--- src/svoi_ram.sv ---
// Generic single-port-write, single-port-read RAM with registered read data.
// No dependencies.
module svoi_ram #(
  parameter int WIDTH = 8,
  parameter int DEPTH = 16
) (
  input  logic                     clk,
  input  logic                     we,
  input  logic [$clog2(DEPTH)-1:0] waddr,
  input  logic [WIDTH-1:0]         wdata,
  input  logic [$clog2(DEPTH)-1:0] raddr,
  output logic [WIDTH-1:0]         rdata
);

  logic [WIDTH-1:0] mem [DEPTH];

  always_ff @(posedge clk) begin
    if (we) begin
      mem[waddr] <= wdata;
    end
    rdata <= mem[raddr];
  end

endmodule

--- config.mk ---
export PLATFORM = sky130hd
export DESIGN_NAME = svoi_ram
export DESIGN_NICKNAME = d
export VERILOG_FILES = /design/src/svoi_ram.sv
export SDC_FILE = /design/constraint.sdc
export NUM_CORES = 1
export LEC_CHECK = 0
export ABC_AREA = 1
export CAP_MARGIN = 20
export CORE_ASPECT_RATIO = 1.4
export CORE_MARGIN = 2
export CORE_UTILIZATION = 30
export CTS_CLUSTER_DIAMETER = 150
export DETAILED_ROUTE_END_ITERATION = 16
export DONT_BUFFER_PORTS = 1
export PLACE_DENSITY_LB_ADDON = 0.05
export SLEW_MARGIN = 20
export SYNTH_ARGS = -nofsm -noshare
export SYNTH_HDL_FRONTEND = slang
export SYNTH_SLANG_ARGS = --single-unit
export TNS_END_PERCENT = 100
--- constraint.sdc ---
create_clock -name clk -period 1.26 [get_ports clk]
set_input_delay 0.126 -clock clk [delete_from_list [all_inputs] [get_ports clk]]
set_output_delay 0.126 -clock clk [all_outputs]
set_load 0.1 [all_outputs]
* Word-level counts from Yosys, hierarchy flattened *
Memories as Yosys holds them, arrays and structs flattened. A register that Yosys moved wholly into a read port is not among the register bits.
Index checks and enable logic that the tools add are counted.
Widths: inputs -> output; s select.

storage, ports and cells
  memory bits (writable) = 128
  bits in registers = 0
  logic and storage cells = 3
  output and inout bits = 8
  memories kept = 1

memory list
  memory  depth  width  read ports  clocked after Yosys merged registers in  write ports  line  text
  mem     16     8      1           1                                        1            15    logic [WIDTH-1:0] mem [DEPTH];

operators by class
  multiplexer cells = 2

operators with widths
  kind    number
  $mux 1  2

* Longest topological paths before layout *
  depth after elaboration = 2
  gate-level depth with buffers = 8

* Least setup slack after synthesis *
No wires, ideal clock.

  path type = input to register
  from = in waddr[2]
  to = mem mem[10][0] (enable)
  stages on the path = 2
  required time = 0.890 ns
  path slack = 0.183 ns
  data arrival time = 0.707 ns
  buffers on the path = 0
  path through = nand3b_1 -> nor2_1

RTL lines
  item         line  text
  from (decl)  9     input logic [$clog2(DEPTH)-1:0] waddr,
  to (decl)    15

Straight into the memory's write port.

* Final worst setup path *
  from = reg rdata[7] (read register of mem)
  to = out rdata[7]

RTL lines
  item         line  text
  from (decl)  12    output logic [WIDTH-1:0] rdata

No word-level cell between the ends.

==> flow_metrics.py <==
metrics = {
    "power_and_ir_drop": {
        "p_per_area_mw_per_mm2": 1600,
        "seq_power_share_pct": 45.9,
        "pwr-share-comb_pct": 7.5,
        "clkPwrFrac_pct": 46.6,
        "switching_power_mw": 2.51,
        "ir_drop_mv": 0.865,
        "p_int_mw": 8.56,
        "swShare_pct": 22.7,
        "power.total_mw": 11.1,
        "p_leak_nw": 2.93,
    },
    "sta": {
        "whs_ps": 19.4,
        "period_share_pct": 91.8,
        "setup_viol": 0,
        "grt_setup_unrepaired": "false",
        "hold_violations": 0,
        "timing.setup.tns_ps": 0,
        "fmax_ghz": 0.865,
        "period_minus_slack_ps": 1160,
        "finClkSkew_ps": 4.16,
        "slew_headroom_pct": 46.1,
        "finalMaxSlewViolations": 0,
        "worstMarginPinSlew_ps": 806,
    },
    "finish": {
        "multiInputGateArea_mm2": 0.00121,
        "nNetsFinal": 608,
        "final_cells": 851,
        "post-route-util_pct": 36.3,
        "fillers": 1934,
        "drive_above_1_share_pct": 10.4,
        "syn2layout_area_growth_pct": 20.0,
        "antennaDiodeCount": 0,
        "seqCellArea_mm2": 0.00400,
    },
    "setup_path": {
        "crit_chain": "buf_4",
        "crit_end": "rdata[7]",
        "cp_num_buf_inv": 1,
        "cp.required_ps": 1130,
        "r2r-end": "rdata[4]",
        "r2r_slack_ps": 150,
        "r2r-start": "mem[5][4]",
        "critical_path_class": "flip-flop to output pin",
        "crit_slowest_cell": "dfxtp_1",
        "cp.depth": 1,
        "crit_path_max_fanout": 1,
        "critPathCaptureType": "output pin",
        "crit_arrival_ps": 1030,
        "max_stage_delay_ps": 330,
        "crit_start": "rdata[7]",
        "reg2reg_depth": 6,
        "crit_path_start_kind": "flip-flop",
        "crit_family": "flip-flops",
    },
    "logic_synthesis": {
        "synth_area_per_cell_um2": 10.5,
        "synth_common_cells": "nand2_1 (173), edfxtp_1 (128), inv_1 (100)",
        "synth_most_common_cell": "nand2_1",
        "synth_area_leaders": "edfxtp_1 (67%), nand2_1 (11%), nand3_1 (8.4%), inv_1 (6.5%), dfxtp_1 (2.8%)",
        "synth_warnings": 0,
        "seq_area_frac_synth_pct": 69.4,
        "ys.flop_type": "edfxtp_1",
        "synthesis.nets": 569,
        "netlist_area_mm2": 0.00577,
        "yosys_register_bits": 136,
        "synthArstFlopShare_pct": 0,
        "ys_types": 12,
        "synthCells": 551,
        "synth-edff-count": 128,
        "synth_top_area_share_pct": 66.7,
        "yosys.area.top_type": "edfxtp_1",
    },
    "clock_tree": {
        "cts_buffers": 17,
        "insertion_delay_ps": 410,
        "ctsResizeCount": 0,
        "cts_tree": "built",
        "cts_num_sinks": 136,
        "h-tree-depth": 4,
        "postCtsSetupBuffers": 0,
        "path_clk_slew_ps": 60,
        "clockBufferDepth": 2,
        "cts_root_buf": "clkbuf_16",
    },
    "routing": {
        "drc": 0,
        "drt-vias-per-instance": 4.39,
        "num_vias": 3732,
        "route.detailed.wl_per_inst_um": 18.3,
        "detail-route-antenna-nets": 0,
        "first_pass_iters": 4,
        "wirelength_um": 15500,
        "first_iter_violations": 263,
    },
    "placement": {
        "gp_routability_congestion": 0.730,
        "post-place-cells": 807,
        "io_buffers": 0,
        "dp_hpwl_um": 9570,
    },
    "floorplanning": {
        "die-area_mm2": 0.0204,
        "pin_count": 26,
        "die_x_um": 121,
        "fp-row-count": 60,
        "start_util_pct": 30.2,
        "die_height_um": 168,
        "core-area_mm2": 0.0191,
    },
    "global_routing": {
        "grt_pass1_wl_um": 23600,
        "grt_usage_pct": 16.4,
        "antenna_found_initial": 1,
        "grt_start_max_net_pins": 66,
        "grt_pass1_vias": 3738,
        "gr-total-overflow": 0,
    },
    "min_path": {
        "hold_class": "primary input to flip-flop",
    },
    "run_status": {
        "run_status": "completed",
    },
    "run": {
        "cap_violations": 0,
    },
}
-- per-layer routing --
metal	up-vias	global-route usage, %	share of wire (%)
met2	71	26.9	50
met5	-	0	0.045
met3	23	4.10	3.8
li1	1851	-	-
met4	2	6.10	2.4
met1	1785	20.7	44
-- flip-flops by register name (all words and copies together), names as in the netlist --
signal  flops
rdata       8
mem       128
-- cells in the final DEF, fill, tap and decap left out --
cell / netlist / final
clkbuf_16: 0 / 17
nand3b_1: 2 / 2
clkinv_2: 0 / 3
clkinvlp_4: 0 / 4
buf_12: 0 / 3
clkinv_4: 0 / 1
nand3_1: 97 / 97
inv_2: 2 / 2
inv_1: 100 / 100
dlygate4sd3_1: 0 / 12
buf_4: 4 / 29
bufinv_16: 0 / 4
clkinv_1: 0 / 2
nand2_1: 173 / 173
dfxtp_1: 8 / 8
clkbuf_1: 0 / 1
nor2_1: 17 / 17
edfxtp_1: 128 / 128
-- what timing repair did --
action,CTS,global route
hold endpoints to repair,136,0
setup endpoints to repair,0,0
hold buffers,12,0
-- worst min-delay path by stage --
stage,start,endpoint,slack [ps],cells past startpoint
floorplan,wdata[0],mem[0][0],220,0
detailed placement,wdata[4],mem[11][4],230,0
finish,raddr[2],rdata[5],20,3
global route,raddr[1],rdata[4],10,4
global placement,wdata[2],mem[2][2],230,0
CTS,raddr[2],rdata[5],10,3
-- layout make-up --
type	instances	area share, %
clock inverter	14	2.62
tap	248	4.48
multi-input combinational	289	17.5
inverter	102	5.53
timing repair buffer	44	5.75
clock buffer	18	6.20
sequential	136	57.9
-- power by group through the flow --
stage	sequential [mW]	combinational, mW	clock (mW)
floorplan	5.39	0.357	0
global placement	5.18	0.725	0
finish	5.09	0.833	5.16
CTS	5.09	0.854	5.27
global route	5.09	0.911	5.47
detailed placement	5.18	0.725	0
-- cells by family after synthesis --
group / synth area share (%)
buffers and inverters: 9.52
DFF: 69.4
and+or+nand+nor: 21.0
-- per-stage QoR --
| step | instance area [um2] | setup WS, ps |
|---|---|---|
| after floorplan | 5770 | 183 |
| after global placement | 6190 | 58.2 |
| after detailed placement | 6190 | 37.0 |
| after CTS | 6920 | 78.8 |
| after global routing | 6920 | 22.7 |
| final | 6920 | 104 |
Power figures use the tool's default switching activity.
