===== src/svoi_pkg.sv =====
// Shared types and constants for the sparse voxel octree insert block.
// No dependencies; svoi_eval, the top level and the testbench import this package.
package svoi_pkg;

  localparam int POOL_NODES  = 4096;
  localparam int IDX_W       = $clog2(POOL_NODES);
  localparam int COORD_W     = 16;
  localparam int DEPTH_W     = 5;
  localparam int COLOR_W     = 32;
  localparam int DEPTH_LIMIT = 20;
  localparam int CHILD_ROW_W = 8 * IDX_W;

  localparam logic [COLOR_W-1:0] CLEAR_COLOR      = 32'd300;
  localparam logic [COLOR_W-1:0] PLACEHOLDER_BASE = 32'd500;
  localparam logic [IDX_W-1:0]   LAST_NODE        = IDX_W'(POOL_NODES - 1);

  typedef logic signed [COORD_W-1:0] coord_t;

  typedef struct packed {
    coord_t xl;
    coord_t xh;
    coord_t yl;
    coord_t yh;
    coord_t zl;
    coord_t zh;
  } box_t;

  typedef struct packed {
    coord_t x;
    coord_t y;
    coord_t z;
  } pos_t;

  typedef struct packed {
    logic [COLOR_W-1:0] color;
    logic [DEPTH_W-1:0] depth;
  } info_t;

  typedef logic [7:0][IDX_W-1:0] child_row_t;

  // Per-level evaluation of one node's box against the point
  typedef struct packed {
    logic       at_min;
    logic       in_box;
    logic [2:0] oct;
    box_t       child_box;
  } eval_t;

  typedef enum logic [1:0] {
    OP_INSERT = 2'd0,
    OP_CLEAR  = 2'd1,
    OP_READ   = 2'd2,
    OP_NONE   = 2'd3
  } op_t;

  typedef enum logic [2:0] {
    ST_STORED    = 3'd0,
    ST_OUTSIDE   = 3'd1,
    ST_POOL_FULL = 3'd2,
    ST_READ_DONE = 3'd3,
    ST_CLEARED   = 3'd4
  } status_t;

  typedef enum logic [2:0] {
    CFG_X_LOW  = 3'd0,
    CFG_X_HIGH = 3'd1,
    CFG_Y_LOW  = 3'd2,
    CFG_Y_HIGH = 3'd3,
    CFG_Z_LOW  = 3'd4,
    CFG_Z_HIGH = 3'd5,
    CFG_MIN    = 3'd6,
    CFG_UNUSED = 3'd7
  } cfg_idx_t;

  typedef enum logic [4:0] {
    S_INIT = 5'b00001,
    S_IDLE = 5'b00010,
    S_RD   = 5'b00100,
    S_EV   = 5'b01000,
    S_CLR  = 5'b10000
  } state_t;

endpackage


===== src/svoi_eval.sv =====
// Evaluates one octree node: leaf-size test, containment, octant and child box.
// Depends on svoi_pkg.
module svoi_eval import svoi_pkg::*; (
  input  box_t                bx,
  input  pos_t                p,
  input  logic [COORD_W-1:0]  min_size,
  output eval_t               ev
);

  logic signed [COORD_W:0] sx, sy, sz;
  logic signed [COORD_W:0] dx, dy, dz;
  logic [COORD_W:0]        ax, ay, az;
  coord_t                  mx, my, mz;

  always_comb begin
    sx = {bx.xl[COORD_W-1], bx.xl} + {bx.xh[COORD_W-1], bx.xh};
    sy = {bx.yl[COORD_W-1], bx.yl} + {bx.yh[COORD_W-1], bx.yh};
    sz = {bx.zl[COORD_W-1], bx.zl} + {bx.zh[COORD_W-1], bx.zh};
    // floor midpoint
    mx = sx[COORD_W:1];
    my = sy[COORD_W:1];
    mz = sz[COORD_W:1];
    dx = {bx.xh[COORD_W-1], bx.xh} - {bx.xl[COORD_W-1], bx.xl};
    dy = {bx.yh[COORD_W-1], bx.yh} - {bx.yl[COORD_W-1], bx.yl};
    dz = {bx.zh[COORD_W-1], bx.zh} - {bx.zl[COORD_W-1], bx.zl};
    ax = dx[COORD_W] ? (COORD_W+1)'(-dx) : dx;
    ay = dy[COORD_W] ? (COORD_W+1)'(-dy) : dy;
    az = dz[COORD_W] ? (COORD_W+1)'(-dz) : dz;

    ev.at_min = (ax <= {1'b0, min_size}) && (ay <= {1'b0, min_size}) &&
                (az <= {1'b0, min_size});
    ev.in_box = (p.x >= bx.xl) && (p.x <= bx.xh) && (p.y >= bx.yl) &&
                (p.y <= bx.yh) && (p.z >= bx.zl) && (p.z <= bx.zh);
    ev.oct[0] = p.x > mx;
    ev.oct[1] = p.y <= my;
    ev.oct[2] = p.z > mz;

    ev.child_box = bx;
    if (ev.oct[0]) ev.child_box.xl = mx; else ev.child_box.xh = mx;
    // y bit set takes the bottom half
    if (ev.oct[1]) ev.child_box.yh = my; else ev.child_box.yl = my;
    if (ev.oct[2]) ev.child_box.zl = mz; else ev.child_box.zh = mz;
  end

endmodule


===== config.mk =====
export PLATFORM = sky130hd
export DESIGN_NAME = svoi_eval
export DESIGN_NICKNAME = d
export VERILOG_FILES = /design/src/svoi_pkg.sv /design/src/svoi_eval.sv
export SDC_FILE = /design/constraint.sdc
export NUM_CORES = 1
export LEC_CHECK = 0
export BUFFER_PORTS_ARGS = -buffer_cell sky130_fd_sc_hd__buf_2
export CAP_MARGIN = 40
export CORE_MARGIN = 2
export CORE_UTILIZATION = 35
export DETAILED_ROUTE_END_ITERATION = 7
export GPL_TIMING_DRIVEN = 0
export SYNTH_ARGS = -nofsm -noshare
export SYNTH_HDL_FRONTEND = slang
export SYNTH_SLANG_ARGS = --single-unit

===== constraint.sdc =====
create_clock -name vclk -period 7.71
set_input_delay 0.3855 -clock vclk [all_inputs]
set_output_delay 0.3855 -clock vclk [all_outputs]
set_load 0.02 [all_outputs]

Yosys cells after proc, flatten, opt, wreduce, memory -nomap -nowiden

Cells that the tools add are included.

Add/sub/neg operators: 9
Reduce and logical (&&, ||, !) cells: 7
Order comparisons: 12
Muxes and demuxes: 9

Operators with widths:

| kind                                      | number |
|---|---|
| two-way mux 16 bit                        | 6 |
| less-or-equal comparator 16 bit           | 4 |
| adder 16 x 16 -> 17 bit                   | 3 |
| less-or-equal comparator 17 x 16 -> 1 bit | 3 |
| two-way mux 17 bit                        | 3 |
| negator 17 bit                            | 3 |
| subtractor 16 x 16 -> 17 bit              | 3 |
| >= comparator 16 bit                      | 3 |
| > comparator 16 bit                       | 2 |
| logical AND 1 bit                         | 7 |

Register bits: 0
Output and inout bits: 101
Logic and storage cells: 37

Longest topological paths before layout

Depth in word-level cells: 6
Depth in mapped cells: 24
Gate-level depth less buffers: 23

Worst setup path before layout

OpenSTA, ideal clock, no wires.

Path type: in2out
Start point: input port bx[84] in the netlist's numbering
End point: output port ev[100] in the netlist's numbering
Setup slack: 2574 ps
Arrival time: 4751 ps
Data required time: 7325 ps
Stages: 21
Path through: inv_1 -> ha_1 -> buf_6 -> or4_1 -> o21ai_1 -> o21ba_4 -> a311o_1 -> a2111oi_1 -> a211oi_2 -> nor2_2 -> a21oi_1 -> xnor2_1 -> ha_1 -> nand2_1 -> nor3_1 -> nand3_1 -> or4_1 -> o221a_2 -> a211oi_1 -> o221ai_1 -> nor2_1

RTL lines:

| what        | line           | source |
|---|---|---|
| from (decl) | svoi_eval.sv:4 | `input box_t bx,` |
| to (decl)   | svoi_eval.sv:7 | `output eval_t ev` |

==> qor.yml <==
synth_seq_area_share: 0
globalRouteMet2Util: 0.357
setup_viol: 0
grt_pass1_wl_um: 57300
finalWirelength_um: 35300
crit_fanout: 10
avgSynthCellArea_um2: 7.21
final.min_clock_period_ns: 6.18
tightestPinTransition_ns: 0.920
yosys.area_share.xor_xnor: 0.0783
synthesized_area_fraction_occupied_by_adder_cells: 0.330
drc: 0
detail_route.first_pass.iterations: 5
run_status: "completed"
gp_congestion: 0.920
hold_class: "primary input to primary output"
worst_hold_end: "ev[19]"
pwr_density_cell_mw_per_mm2: 131
grt_use_met3: 0.00869
register_area_um2: 0
timing.final.ws_setup_ns: 1.53
worst_setup_path_start_kind: "primary input"
cpMaxStageDelayCell: "sky130_fd_sc_hd__a21oi_1"
timing.fmax_mhz: 162
finalSetupTns_ns: 0
grt_antenna_before_repair: 4
place_inst: 2286
globalRouteOverflowTotal: 0
dp_hpwl_um: 31400
crit_required_ns: 7.32
grt_resource_usage_total: 0.203
initial_core_util: 0.353
fillerInstances: 3396
drv_cap: 0
crit_top_cell: "sky130_fd_sc_hd__a21oi_1"
io_pins: 261
rsz0062_at_grt: "false"
syn2layout_area_growth_pct: 16.5
grt_most_used_layer: "met2"
final_antenna_net_count: 0
whs_path_depth: 4
die_area_mm2: 0.0340
syn_area_mm2: 0.0114
synth_warnings: 0
die-height_um: 185
number_of_distinct_library_cells_after_synthesis: 80
maxSlewViolCount: 0
timing.max_slew.rel_slack: 0.371
core_area_mm2: 0.0323
vias_per_cell: 5.27
hold_start: "bx[19]"
finalHoldViolations: 0
muxShareOfSynthArea: 0.0668
power.static_leakage_nw: 7.02
synth_compound_gate_area_share: 0.244
placement.io_buffers: 261
worst_setup_path_end_kind: "primary output"
peakVddDrop_mv: 0.0957
met1_demand_to_capacity_share_in_global_routing: 0.273
postCtsSetupRepairBufs: 0
post_synthesis_cell_count: 1582
finalCritPeriodShare: 0.802
worstPathArrival_ns: 5.80
vias_in_the_first_global_route: 11627
synth_fp_nets: 2039
clkbuf_count: 0
instances_no_fill: 2290
drt-initial-drc-count: 567
wire_per_inst_um: 15.4
place_worst_setup_slack_ns: 1.62
cts_hold_buf: 0
grt_max_degree: 11
holdWs_ns: 1.15
synth-simple-area-share: 0.202
layout-drive-gt1-share: 0.168
path_cells: "buf_2 -> inv_1 -> ha_1 -> fa_1 -> nor2b_1 -> o211ai_1 -> a21oi_1 -> o2111a_1 -> o31a_1 -> nor4_1 -> a21oi_1 -> clkbuf_1 -> a21oi_1 -> xnor2_1 -> ha_1 -> nand2_1 -> nor3_1 -> nand3_1 -> or4_1 -> o221a_2 -> a211oi_1 -> o221ai_1 -> nor2_1 -> buf_2"
layout_sequential_cell_count: 0
rows: 66
post_cts_resized: 0
worst-setup-path-type: "primary input to primary output"
fin_nets: 2303
largest_family_of_logic_cells_by_synthesized_area: "adder cells"
routed-via-count: 12067
die_width_um: 185
cpPeakStageDelay_ns: 0.59
==> synthesized netlist by cell type (9+ instances only) <==
master                     instances  share of area
sky130_fd_sc_hd__inv_1           195          0.064
sky130_fd_sc_hd__nor4_1           11         0.0060
sky130_fd_sc_hd__ha_1            291           0.32
sky130_fd_sc_hd__xor2_1           26          0.020
sky130_fd_sc_hd__nand3_1          24          0.011
sky130_fd_sc_hd__and3_1           12         0.0066
sky130_fd_sc_hd__nand2_1          81          0.027
sky130_fd_sc_hd__nor3_1           44          0.019
sky130_fd_sc_hd__or3_1            16         0.0088
sky130_fd_sc_hd__nand2b_1         27          0.015
sky130_fd_sc_hd__o211ai_1         14         0.0092
sky130_fd_sc_hd__mux2_2           17          0.017
sky130_fd_sc_hd__o21a_1           28          0.018
sky130_fd_sc_hd__a211oi_1         14         0.0092
sky130_fd_sc_hd__xnor2_1          76          0.058
sky130_fd_sc_hd__o22ai_1          10         0.0055
sky130_fd_sc_hd__nor2_1          125          0.041
sky130_fd_sc_hd__a21oi_1         106          0.047
sky130_fd_sc_hd__a31oi_1          15         0.0082
sky130_fd_sc_hd__o21ai_1           9         0.0039
sky130_fd_sc_hd__clkbuf_1         30         0.0099
sky130_fd_sc_hd__nor2b_1          41          0.022
sky130_fd_sc_hd__o21ai_0          77          0.034
sky130_fd_sc_hd__a21o_1           53          0.035
sky130_fd_sc_hd__nand4_1          32          0.018
sky130_fd_sc_hd__o21bai_1         10         0.0066
sky130_fd_sc_hd__mux2i_1          57          0.050
==> critical path, delay by kind of cell <==
kind	cells	cell delay (ns)
buffers and inverters	4	0.83
AND/OR/NAND/NOR	7	1.38
XOR/XNOR	1	0.17
adder cells (fa/ha/maj)	3	0.95
AO/OA/AOI/OAI	9	2.11
==> where the power goes <==
part | switching [W] | total (W) | leakage [nW] | internal [W]
clock network | 0 | 0.0000000000694 | 0.0000254 | 0.0000000000694
registers | 0 | 0 | 0 | 0
logic | 0.00105 | 0.00174 | 7.02 | 0.000697
==> cells in the final DEF, fill, tap and decap left out, types with 17 or more instances in the layout <==
master	Yosys	routed
sky130_fd_sc_hd__a21o_1	53	53
sky130_fd_sc_hd__a21oi_1	106	106
sky130_fd_sc_hd__buf_2	8	269
sky130_fd_sc_hd__clkbuf_1	30	30
sky130_fd_sc_hd__ha_1	291	291
sky130_fd_sc_hd__inv_1	195	195
sky130_fd_sc_hd__mux2_2	17	17
sky130_fd_sc_hd__mux2i_1	57	57
sky130_fd_sc_hd__nand2_1	81	81
sky130_fd_sc_hd__nand2b_1	27	27
sky130_fd_sc_hd__nand3_1	24	24
sky130_fd_sc_hd__nand4_1	32	32
sky130_fd_sc_hd__nor2_1	125	125
sky130_fd_sc_hd__nor2b_1	41	41
sky130_fd_sc_hd__nor3_1	44	44
sky130_fd_sc_hd__o21a_1	28	28
sky130_fd_sc_hd__o21ai_0	77	77
sky130_fd_sc_hd__xnor2_1	76	76
sky130_fd_sc_hd__xor2_1	26	26
==> per-layer routing <==
| metal | vias to the layer above | routed length (um) |
|---|---|---|
| met3 | 44 | 1250 |
| met4 | 0 | 701 |
| met1 | 5516 | 16800 |
| met2 | 270 | 16600 |
| met5 | - | 0 |
| li1 | 6237 | - |
==> kinds of logic after synthesis <==
family / Yosys count
xor+xnor: 102
buf+inv: 236
mux: 74
fa+ha+maj: 297
compound gates: 419
simple gates: 454
==> metrics by stage <==
stage          area (um2)  utilization  total power (W)
6_report            13300        0.411          0.00174
5_1_grt             13300        0.411          0.00195
4_1_cts             13300        0.411          0.00174
3_5_place_dp        13300        0.411          0.00173
3_3_place_gp        13300        0.411          0.00171
2_1_floorplan       11400            -          0.00125
==> layout make-up <==
class / instances / area [um2] / share of cell area
Antenna cell: 4 / 10.0 / 0.000754
Multi-Input combinational cell: 1346 / 10500 / 0.791
Buffer: 40 / 168 / 0.0126
Inverter: 196 / 736 / 0.0554
Timing Repair Buffer: 262 / 1310 / 0.0989
Tap cell: 442 / 553 / 0.0416
==> worst max-delay path by stage <==
stage,startpoint,to
CTS,bx[81],ev[94]
finish,bx[64],ev[100]
floorplan,bx[84],ev[100]
global route,bx[64],ev[100]
global placement,bx[81],ev[64]
detailed placement,bx[81],ev[64]
(Power assumes the default switching activity.)
